===== src/lir_pkg.sv =====
// ============================================================================
// lir_pkg: shared types and constants of the linear interpolation resampler
// Item formats, register indexes, datapath widths and controller links.
// ============================================================================
`default_nettype none

package lir_pkg;

    localparam int FRAC_BITS   = 12;
    localparam int SAMPLE_BITS = 16;
    localparam int STEP_BITS   = 20;
    localparam int CFG_BITS    = 20;
    localparam int MAX_RESULTS = 64;
    localparam int COUNT_BITS  = $clog2(MAX_RESULTS);
    localparam int SKIP_BITS   = 8;
    localparam int CARRY_BITS  = STEP_BITS + 1 - FRAC_BITS;
    localparam int DIFF_BITS   = SAMPLE_BITS + 1;
    localparam int PROD_BITS   = DIFF_BITS + FRAC_BITS + 1;

    localparam logic [STEP_BITS-1:0] STEP_RESET  = STEP_BITS'(4096);
    localparam logic [FRAC_BITS-1:0] START_RESET = '0;
    localparam logic [SKIP_BITS-1:0] SKIP_MAX    = '1;

    typedef enum logic [0:0] {
        REG_STEP_INCREMENT = 1'b0,
        REG_START_FRACTION = 1'b1
    } cfg_index_t;

    typedef struct packed {
        logic signed [SAMPLE_BITS-1:0] sample_in;
        logic                          restart;
    } src_item_t;

    typedef struct packed {
        logic signed [SAMPLE_BITS-1:0] sample_out;
        logic                          last_of_run;
    } dst_item_t;

    // controller -> datapath
    typedef struct packed {
        logic accept;   // take the source item this cycle
        logic emit;     // compute one result into the output register
    } lir_cmd_t;

    // datapath -> controller
    typedef struct packed {
        logic needs_run;  // current source item yields results
        logic last;       // result computed this cycle ends the run
        logic out_free;   // output register can load this cycle
    } lir_status_t;

endpackage

`default_nettype wire


===== src/lir_ctrl.sv =====
// ============================================================================
// lir_ctrl: resampler sequencer
// Accepts source items and steps the datapath through one run of results.
// ============================================================================
`default_nettype none

module lir_ctrl (
    input  wire                  clk,
    input  wire                  rst_n,
    input  wire                  src_valid,
    output logic                 src_stall,
    input  lir_pkg::lir_status_t status,
    output lir_pkg::lir_cmd_t    cmd
);

    typedef enum logic [1:0] {
        ST_IDLE = 2'b01,
        ST_RUN  = 2'b10
    } state_t;

    state_t state_reg;
    state_t state_next;

    always_comb
    begin
        cmd.accept = (state_reg == ST_IDLE) && src_valid;
        cmd.emit   = (state_reg == ST_RUN) && status.out_free;
        src_stall  = (state_reg != ST_IDLE);
    end

    always_comb
    begin
        state_next = state_reg;
        unique case (state_reg)
            ST_IDLE:
            begin
                if (cmd.accept && status.needs_run)
                begin
                    state_next = ST_RUN;
                end
            end
            ST_RUN:
            begin
                if (cmd.emit && status.last)
                begin
                    state_next = ST_IDLE;
                end
            end
            default:
            begin
                state_next = ST_IDLE;
            end
        endcase
    end

    always_ff @(posedge clk or negedge rst_n)
    begin
        if (!rst_n)
        begin
            state_reg <= ST_IDLE;
        end
        else
        begin
            state_reg <= state_next;
        end
    end

endmodule

`default_nettype wire


===== src/lir_datapath.sv =====
// ============================================================================
// lir_datapath: resampler state, interpolator and output register
// History, phase, skip count, run counter and one multiply per result.
// ============================================================================
`default_nettype none

module lir_datapath (
    input  wire                                   clk,
    input  wire                                   rst_n,
    input  lir_pkg::lir_cmd_t                     cmd,
    output lir_pkg::lir_status_t                  status,
    input  lir_pkg::src_item_t                    src_item,
    input  wire                                   cfg_write,
    input  lir_pkg::cfg_index_t                   cfg_index,
    input  wire [lir_pkg::CFG_BITS-1:0]           cfg_data,
    output logic                                  dst_valid,
    input  wire                                   dst_stall,
    output lir_pkg::dst_item_t                    dst_item
);

    logic [lir_pkg::STEP_BITS-1:0]          step_reg;
    logic [lir_pkg::FRAC_BITS-1:0]          start_reg;

    logic signed [lir_pkg::SAMPLE_BITS-1:0] prev_reg, prev_next;
    logic signed [lir_pkg::SAMPLE_BITS-1:0] cur_reg, cur_next;
    logic                                   hist_reg, hist_next;
    logic [lir_pkg::FRAC_BITS-1:0]          phase_reg, phase_next;
    logic [lir_pkg::SKIP_BITS-1:0]          skip_reg, skip_next;
    logic [lir_pkg::COUNT_BITS-1:0]         count_reg, count_next;
    logic                                   out_valid_reg, out_valid_next;
    lir_pkg::dst_item_t                     out_item_reg, out_item_next;

    logic signed [lir_pkg::DIFF_BITS-1:0]   diff;
    logic signed [lir_pkg::PROD_BITS-1:0]   prod;
    logic signed [lir_pkg::PROD_BITS-1:0]   interp;
    logic [lir_pkg::STEP_BITS:0]            acc;
    logic [lir_pkg::CARRY_BITS-1:0]         carry;
    logic [lir_pkg::CARRY_BITS-1:0]         extra;
    logic [lir_pkg::SKIP_BITS-1:0]          skip_sat;

    // one result: prev + floor((cur - prev) * frac / 2^FRAC_BITS)
    always_comb
    begin
        diff   = lir_pkg::DIFF_BITS'(cur_reg) - lir_pkg::DIFF_BITS'(prev_reg);
        prod   = diff * $signed({1'b0, phase_reg});
        interp = lir_pkg::PROD_BITS'(prev_reg) + (prod >>> lir_pkg::FRAC_BITS);
        acc    = {1'b0, step_reg} + (lir_pkg::STEP_BITS + 1)'(phase_reg);
        carry  = acc[lir_pkg::STEP_BITS:lir_pkg::FRAC_BITS];
        extra  = carry - lir_pkg::CARRY_BITS'(1);
        if (extra > lir_pkg::CARRY_BITS'(lir_pkg::SKIP_MAX))
        begin
            skip_sat = lir_pkg::SKIP_MAX;
        end
        else
        begin
            skip_sat = extra[lir_pkg::SKIP_BITS-1:0];
        end
    end

    always_comb
    begin
        status.needs_run = !src_item.restart && hist_reg && (skip_reg == '0);
        status.last      = (carry != '0) ||
                           (count_reg == lir_pkg::COUNT_BITS'(lir_pkg::MAX_RESULTS - 1));
        status.out_free  = !out_valid_reg || !dst_stall;
    end

    always_comb
    begin
        prev_next      = prev_reg;
        cur_next       = cur_reg;
        hist_next      = hist_reg;
        phase_next     = phase_reg;
        skip_next      = skip_reg;
        count_next     = count_reg;
        out_item_next  = out_item_reg;
        out_valid_next = out_valid_reg && dst_stall;

        if (cmd.accept)
        begin
            priority if (src_item.restart || !hist_reg)
            begin
                // prime history
                prev_next = src_item.sample_in;
                hist_next = 1'b1;
                if (src_item.restart)
                begin
                    phase_next = start_reg;
                    skip_next  = '0;
                end
            end
            else if (skip_reg != '0)
            begin
                skip_next = skip_reg - lir_pkg::SKIP_BITS'(1);
                prev_next = src_item.sample_in;
            end
            else
            begin
                cur_next   = src_item.sample_in;
                count_next = '0;
            end
        end

        if (cmd.emit)
        begin
            out_valid_next           = 1'b1;
            out_item_next.sample_out = interp[lir_pkg::SAMPLE_BITS-1:0];
            out_item_next.last_of_run = status.last;
            phase_next               = acc[lir_pkg::FRAC_BITS-1:0];
            count_next               = count_reg + lir_pkg::COUNT_BITS'(1);
            if (status.last)
            begin
                prev_next = cur_reg;
                if (carry != '0)
                begin
                    skip_next = skip_sat;
                end
            end
        end
    end

    always_ff @(posedge clk or negedge rst_n)
    begin
        if (!rst_n)
        begin
            step_reg      <= lir_pkg::STEP_RESET;
            start_reg     <= lir_pkg::START_RESET;
            prev_reg      <= '0;
            hist_reg      <= 1'b0;
            phase_reg     <= lir_pkg::START_RESET;
            skip_reg      <= '0;
            count_reg     <= '0;
            out_valid_reg <= 1'b0;
        end
        else
        begin
            if (cfg_write)
            begin
                unique case (cfg_index)
                    lir_pkg::REG_STEP_INCREMENT:
                    begin
                        step_reg <= cfg_data[lir_pkg::STEP_BITS-1:0];
                    end
                    lir_pkg::REG_START_FRACTION:
                    begin
                        start_reg <= cfg_data[lir_pkg::FRAC_BITS-1:0];
                    end
                    default:
                    begin
                    end
                endcase
            end
            prev_reg      <= prev_next;
            hist_reg      <= hist_next;
            phase_reg     <= phase_next;
            skip_reg      <= skip_next;
            count_reg     <= count_next;
            out_valid_reg <= out_valid_next;
        end
    end

    always_ff @(posedge clk)
    begin
        cur_reg      <= cur_next;
        out_item_reg <= out_item_next;
    end

    assign dst_valid = out_valid_reg;
    assign dst_item  = out_item_reg;

    // pending skips only exist once history is primed
    a_skip_needs_hist: assert property (@(posedge clk) disable iff (!rst_n)
        (skip_reg != '0) |-> hist_reg)
        else $error("skip count set without history");

    // a run never goes past the result limit without ending
    a_run_limit: assert property (@(posedge clk) disable iff (!rst_n)
        (cmd.emit && (count_reg == lir_pkg::COUNT_BITS'(lir_pkg::MAX_RESULTS - 1)))
        |=> (dst_valid && dst_item.last_of_run))
        else $error("run exceeded result limit");

    // an emitted result reaches the output register
    a_emit_loads: assert property (@(posedge clk) disable iff (!rst_n)
        cmd.emit |=> dst_valid)
        else $error("emitted result not presented");

endmodule

`default_nettype wire


===== src/linear_interp_resampler_unit.sv =====
// ============================================================================
// linear_interp_resampler_unit: streaming linear-interpolation resampler
// Fixed-point phase accumulator; during a run one result per unstalled cycle.
// ============================================================================
// Each source item is paired with the one before it. While the phase still
// points into that pair the block emits prev + floor((cur - prev) * frac /
// 4096), then adds step_increment to the phase; a carry moves to the next
// pair, and a carry above one drops that many extra source items (at most
// 255). The first item after reset and every item with restart set only
// primes the history. A primed or dropped item is accepted and starts no run.
// An item that produces N results (1 to 64, set by step_increment and the
// current phase) is accepted, then yields one result per cycle through the
// single shared 17x13 multiplier, given no stall at the result
// side. The source side stalls while a run is in progress; the output
// register lets the next item be accepted while the last result still waits.
// Registers: index 0 step_increment (reset 4096), index 1 start_fraction
// (reset 0, used at the next restart). Write only while the block is idle.
// ============================================================================
`default_nettype none

module linear_interp_resampler_unit (
    input  wire                          clk,
    input  wire                          rst_n,
    input  wire                          src_valid,
    output logic                         src_stall,
    input  lir_pkg::src_item_t           src_item,
    output logic                         dst_valid,
    input  wire                          dst_stall,
    output lir_pkg::dst_item_t           dst_item,
    input  wire                          cfg_write,
    input  lir_pkg::cfg_index_t          cfg_index,
    input  wire [lir_pkg::CFG_BITS-1:0]  cfg_data
);

    lir_pkg::lir_cmd_t    cmd;
    lir_pkg::lir_status_t status;

    // sequencer: accept and emit decisions
    lir_ctrl u_ctrl (
        .clk       (clk),
        .rst_n     (rst_n),
        .src_valid (src_valid),
        .src_stall (src_stall),
        .status    (status),
        .cmd       (cmd)
    );

    // state, interpolator, output register, configuration
    lir_datapath u_datapath (
        .clk       (clk),
        .rst_n     (rst_n),
        .cmd       (cmd),
        .status    (status),
        .src_item  (src_item),
        .cfg_write (cfg_write),
        .cfg_index (cfg_index),
        .cfg_data  (cfg_data),
        .dst_valid (dst_valid),
        .dst_stall (dst_stall),
        .dst_item  (dst_item)
    );

endmodule

`default_nettype wire


===== config.mk =====
export PLATFORM = sky130hd
export DESIGN_NAME = linear_interp_resampler_unit
export DESIGN_NICKNAME = d
export VERILOG_FILES = /design/src/lir_pkg.sv /design/src/lir_ctrl.sv /design/src/lir_datapath.sv /design/src/linear_interp_resampler_unit.sv
export SDC_FILE = /design/constraint.sdc
export NUM_CORES = 1
export LEC_CHECK = 0
export BUFFER_PORTS_ARGS = -buffer_cell sky130_fd_sc_hd__buf_2
export CAP_MARGIN = 30
export CORE_MARGIN = 8
export CORE_UTILIZATION = 45
export DETAILED_ROUTE_END_ITERATION = 6
export GPL_TIMING_DRIVEN = 0
export SLEW_MARGIN = 20
export SYNTH_ARGS = -nofsm -noshare
export SYNTH_HDL_FRONTEND = slang
export SYNTH_SLANG_ARGS = --single-unit
export TNS_END_PERCENT = 100

===== constraint.sdc =====
create_clock -name clk -period 11.4 [get_ports clk]
set_clock_uncertainty 0.15 [all_clocks]
set_input_delay 0 -clock clk [delete_from_list [all_inputs] [get_ports clk]]
set_output_delay 0 -clock clk [all_outputs]
set_load 0.02 [all_outputs]

# Word-level counts from Yosys, hierarchy flattened
# Cells that the tools add are included.
[word_totals]
mem_bits_ro = 0
output_inout_bits = 19
elab_cells = 83
latchBits = 0
reg_bits = 111
ram_bits = 0
mem_count = 0
[classes]
bitwise = 3
mux = 25
eq_ne = 8
div_mod_pow = 0
multipliers = 1
magnitude_cmp = 1
reduce_logical = 27
addsub = 6
n_shift = 0
[ops]
columns = ["operator", "n"]
rows = [
  ["$mux W16", 5],
  ["$mux W8", 8],
  ["$mux W12", 4],
  ["$mul A17 B13 Y28", 1],
  ["$mux W6", 4],
  ["$add A20 B12 Y21", 1],
  ["$sub A16 B16 Y17", 1],
  ["$add A16 B16 Y16", 1],
  ["$gt A9 B8 Y1 const B", 1],
  ["$reduce_and A3 Y1", 3],
  ["$reduce_bool A9 Y1", 1],
  ["$sub A9 B1 Y9 const B", 1],
  ["$logic_not A8 Y1", 1],
  ["$ne A2 B2 Y1 const B", 4],
  ["$reduce_and A2 Y1", 4],
  ["$reduce_bool A8 Y1", 1],
  ["$sub A8 B1 Y8 const B", 1],
  ["$logic_and A1 B1 Y1", 7],
  ["$add A6 B1 Y6 const B", 1],
  ["$eq A6 B6 Y1 const B", 1],
  ["$reduce_bool A2 Y1", 3],
  ["$logic_not A1 Y1", 4],
  ["$mux W2", 2],
  ["$pmux W2 S2", 1],
  ["other kinds (6)", 10],
]

# Longest topological paths before layout
[depth]
ltp_word = 7
mapped_depth = 39
depth_no_buf = 38

# By module
# From an unflattened synthesis, not the netlist that was laid out.
[hier_totals]
cells_unflattened = 1559
area_unflattened_um2 = 14540.2
[by_module_without_submodules]
columns = ["module", "instances", "area_per_inst_um2", "cells_per_inst", "seq_area_each_um2"]
rows = [
  ["lir_datapath", 1, 14437.6, 1550, 2894.0],
  ["lir_ctrl", 1, 102.6, 9, 51.3],
]

# Worst setup path after synthesis
# No wires, ideal clock.
[synth_timing]
kind = "register to register"
startpoint = "register u_datapath.prev_reg[1] in the netlist's numbering"
endpoint = "register u_datapath.out_item_reg, in the netlist u_datapath.dst_item[16] (data pin)"
stages_incl_launch_ff = 38
t_arrival_ns = 8.248
period_less_slack_ns = 8.656
path_slack_ns = 2.744
n_path_buf = 2
cell_sequence = "dfrtp_1 inv_1 ha_1 nor2b_1 o21a_1 o21a_1 o211ai_1 a21oi_1 o31ai_1 o211a_1 buf_2 o311a_1 buf_2 nand2_1 fa_1 fa_1 inv_1 fa_1 (+2 left out) fa_1 inv_1 ha_1 a21o_1 a21oi_1 nor2b_1 a211oi_1 nand2_1 a21o_1 a21oi_1 xnor2_1 ha_1 or2_2 a21oi_1 a31o_2 nor3_1 a211o_1 xnor2_1"
[synth_between]
elab_chain_len = 3
[synth_rtl]
columns = ["element", "line_no", "source"]
rows = [
  ["start, declared", "lir_datapath.sv:24", "logic signed [lir_pkg::SAMPLE_BITS-1:0] prev_reg, prev_next;"],
  ["start signal, assigned", "lir_datapath.sv:153", "prev_reg <= prev_next;"],
  ["$sub A16 B16 Y17", "lir_datapath.sv:44", "diff = lir_pkg::DIFF_BITS'(cur_reg) - lir_pkg::DIFF_BITS'(prev_reg);"],
  ["$mul A17 B13 Y28", "lir_datapath.sv:45", "prod = diff * $signed({1'b0, phase_reg});"],
  ["$add A16 B16 Y16 (*)", "lir_datapath.sv:46", "interp = lir_pkg::PROD_BITS'(prev_reg) + (prod >>> lir_pkg::FRAC_BITS);"],
  ["via u_datapath.interp (one bit)", "lir_datapath.sv:35", "logic signed [lir_pkg::PROD_BITS-1:0] interp;"],
  ["end signal, assigned", "lir_datapath.sv:165", "out_item_reg <= out_item_next;"],
  ["end, declared", "lir_datapath.sv:31", "lir_pkg::dst_item_t out_item_reg, out_item_next;"],
]
# Mark *: on every way through the listed nets, which the timed path passes. The rest lies on a longest branch.
# A chain may end at the register's enable or synchronous reset.

# Worst setup path after layout
# Same ends and word-level chain as after synthesis.

==> results.toml <==
[worst_setup_path]
worstPathArrival_ns = 10.29
worstSetupStartpointType = "register"
worstPathMaxFanout = 10
crit_type = "reg2reg"
cp-end-kind = "register"
critPathRequiredTime_ns = 11.36
crit_top_cell = "fa_1"
critPathMaxStageDelay_ns = 0.74
cpMaxStageDelayCell = "o311ai_0"

[clock_tree]
clk_path_buf_depth = 2
clk_pin_slew_worst_paths_ns = 0.08
clkSinkCount = 111
htreeDepth = 3
cts_buffers = 9
cts_tree = "built"
clkLatencyLatePin_ns = 0.37
postCtsResizedCells = 0
cts-root-buf = "clkbuf_16"

[routing]
first_iter_violations = 642
wl_microns = 34600
dr.pass1.iters = 5
vias = 10900
drc = 0
wl_per_cell_microns = 16.6
ant_nets = 0
via_per_inst = 5.25

[die]
fp.dieH_microns = 195
rows = 65
core_sq_um = 31500
initial_core_util_pct = 45.6
die-area_sq_um = 37800
ios = 62
die_w_microns = 195

[global_route]
gr-total-overflow = 0
grt_pass1_vias = 11400
grtUsageTotal_pct = 18.9
grt_max_degree = 58
antenna_found_initial = 1
grt_pass1_wl_microns = 58200

[logic_synthesis]
syn_nets = 1888
synth_cell_types = 73
ys_ff_latch = 111
ys_seq_area_share_pct = 20.5
yosys_warnings = 0
synth_area_sq_um = 14300
syn_inst = 1553
async_reset_ff_share_pct = 70.3
avgSynthCellArea_sq_um = 9.24
synth_ff_type = "dfrtp_1"
synth_edf_count = 33

[timing]
tightest_slew_ns = 0.846
min_period_ns = 10.33
maxSlewHeadroom_pct = 42.9
fmax_mhz = 96.8
period_share_pct = 90.6
finalSetupTns_ns = 0
drv_slew = 0
finalSetupViolations = 0
rsz0062_at_grt = "false"
hold_viol_final = 0

[layout]
largest_reg_flops = 20
area_delta_synth_final_pct = 11.2
layout-drive-gt1-share_pct = 9.24
nNetsFinal = 2007
fillCellCount = 2974

[placed_design]
gp_congestion = 0.869
port_buffers = 61
dp_hpwl_microns = 28500

[hold_path]
min_path_type = "in2reg"

[job]
maxCapViolCount = 0

[run_status]
outcome = "complete, no violations"
-- timing repair --
| item | 4_1_cts | 5_1_grt |
|---|---|---|
| hold buffers | 44 | 0 |
| endpoints found under the hold margin | 144 | 0 |
| buffers inserted | 0 | 0 |
-- cells in the final DEF (no fill, tap or decap), types with 7 or more instances in the layout --
cell type	Yosys	final
inv_1	268	268
xnor2_1	49	49
nor2b_1	38	38
xor2_1	22	22
nand2b_1	23	23
edfxtp_1	33	33
and2_1	68	68
o211ai_1	10	10
nand3_1	27	27
dlygate4sd3_1	0	43
mux2i_1	21	21
nand2_1	190	190
or3_1	7	7
or2_2	7	7
ha_1	110	110
clkbuf_1	59	59
a211oi_1	10	10
o21ai_0	67	67
buf_2	4	66
clkbuf_16	0	10
nand4_1	9	9
dfrtp_1	76	76
o21a_1	7	7
nor3_1	21	20
a21o_1	14	14
mux2_2	39	39
a21oi_1	46	46
nor2_1	42	42
fa_1	182	182
and3_1	9	9
-- layer usage --
metal / routed length, microns / GRT usage (%) / part of all wire, % / vias up
met5: 0 / 0 / 0 / -
met4: 613 / 4.24 / 1.8 / 0
met3: 1270 / 2.82 / 3.7 / 36
met2: 17500 / 33.3 / 51 / 201
met1: 15200 / 24.1 / 44 / 5449
li1: - / - / - / 5233
-- stage by stage --
stage	std cells	setup slack (ns)	hold WS [ns]	util, %	instance area [sq um]
5_1_grt	2080	0.341	0.131	50.7	16000
6_report	2080	1.07	0.117	50.7	16000
3_3_place_gp	2016	1.20	0.0441	48.1	15200
4_1_cts	2079	1.06	0.103	50.7	16000
2_1_floorplan	1553	2.74	-0.446	-	14300
3_5_place_dp	2019	1.13	-0.219	48.3	15200
-- worst max-delay path, delay by kind of cell (launching register included) --
kind	cells	cell delay [ns]
AOI/OAI and AO/OA	12	3.54
adders and majority gates	8	3.24
and+or+nand+nor	7	1.40
buffers and inverters	5	0.71
xor gates and xnor gates	3	0.58
DFF	1	0.48
-- cell families (layout without fill, tap and decap cells) --
logic type | Yosys count | count (layout) | share of synthesized area, %
AOI/OAI and AO/OA | 214 | 214 | 9.96
xor gates and xnor gates | 71 | 71 | 4.33
adders and majority gates | 292 | 292 | 35.0
buffers and inverters | 337 | 461 | 8.97
DFF | 111 | 111 | 20.5
muxes | 66 | 66 | 5.15
other | 0 | 1 | 0
and+or+nand+nor | 462 | 462 | 16.1
-- Yosys cell counts, drive strengths merged, types with 10 or more instances --
| cell | instances | area (sq um) |
|---|---|---|
| inv | 268 | 1010 |
| nand2 | 190 | 713 |
| fa | 182 | 3640 |
| ha | 110 | 1380 |
| dfrtp | 76 | 1900 |
| and2 | 68 | 425 |
| o21ai | 68 | 352 |
| clkbuf | 59 | 221 |
| xnor2 | 49 | 429 |
| a21oi | 47 | 246 |
| mux2 | 45 | 529 |
| nor2 | 42 | 158 |
| nor2b | 39 | 251 |
| edfxtp | 33 | 991 |
| nand3 | 27 | 135 |
| nand2b | 23 | 144 |
| nor3 | 23 | 131 |
| xor2 | 22 | 193 |
| mux2i | 21 | 210 |
| a21o | 14 | 105 |
| a211oi | 11 | 87.6 |
| buf | 10 | 58.8 |
| o211ai | 10 | 75.1 |
-- path summary, 6_finish.rpt --
| path | cells past startpoint | start | slack, ns | to |
|---|---|---|---|---|
| max | 35 | u_datapath.prev_reg[1] | 1.07 | u_datapath.dst_item[16] |
| max reg2reg | 35 | u_datapath.prev_reg[1] | 1.07 | u_datapath.dst_item[16] |
| min in group asynchronous | 3 | rst_n | 0.54 | u_ctrl.state_reg[0] |
| min reg2reg | 1 | u_datapath.count_reg[2] | 0.36 | u_datapath.count_reg[2] |
| max in group asynchronous | 4 | rst_n | 10.04 | u_datapath.prev_reg[8] |
| min | 4 | cfg_write | 0.12 | u_datapath.step_reg[0] |
-- final cells by class --
type                            instances  area, sq um  share of cell area, %
Sequential cell                       111         2950                   18.5
Buffer                                 69          282                   1.76
Timing Repair Buffer                  108          786                   4.93
Clock inverter                          6         58.8                  0.369
Antenna cell                            1         2.50                 0.0157
Tap cell                              402          503                   3.15
Clock buffer                           10          250                   1.57
Multi-Input combinational cell       1105        10100                   63.4
Inverter                              268         1010                   6.31
Power is left out: the tool's default activity adds up to more than one toggle a clock period on the data nets, which glitch-free logic cannot reach.
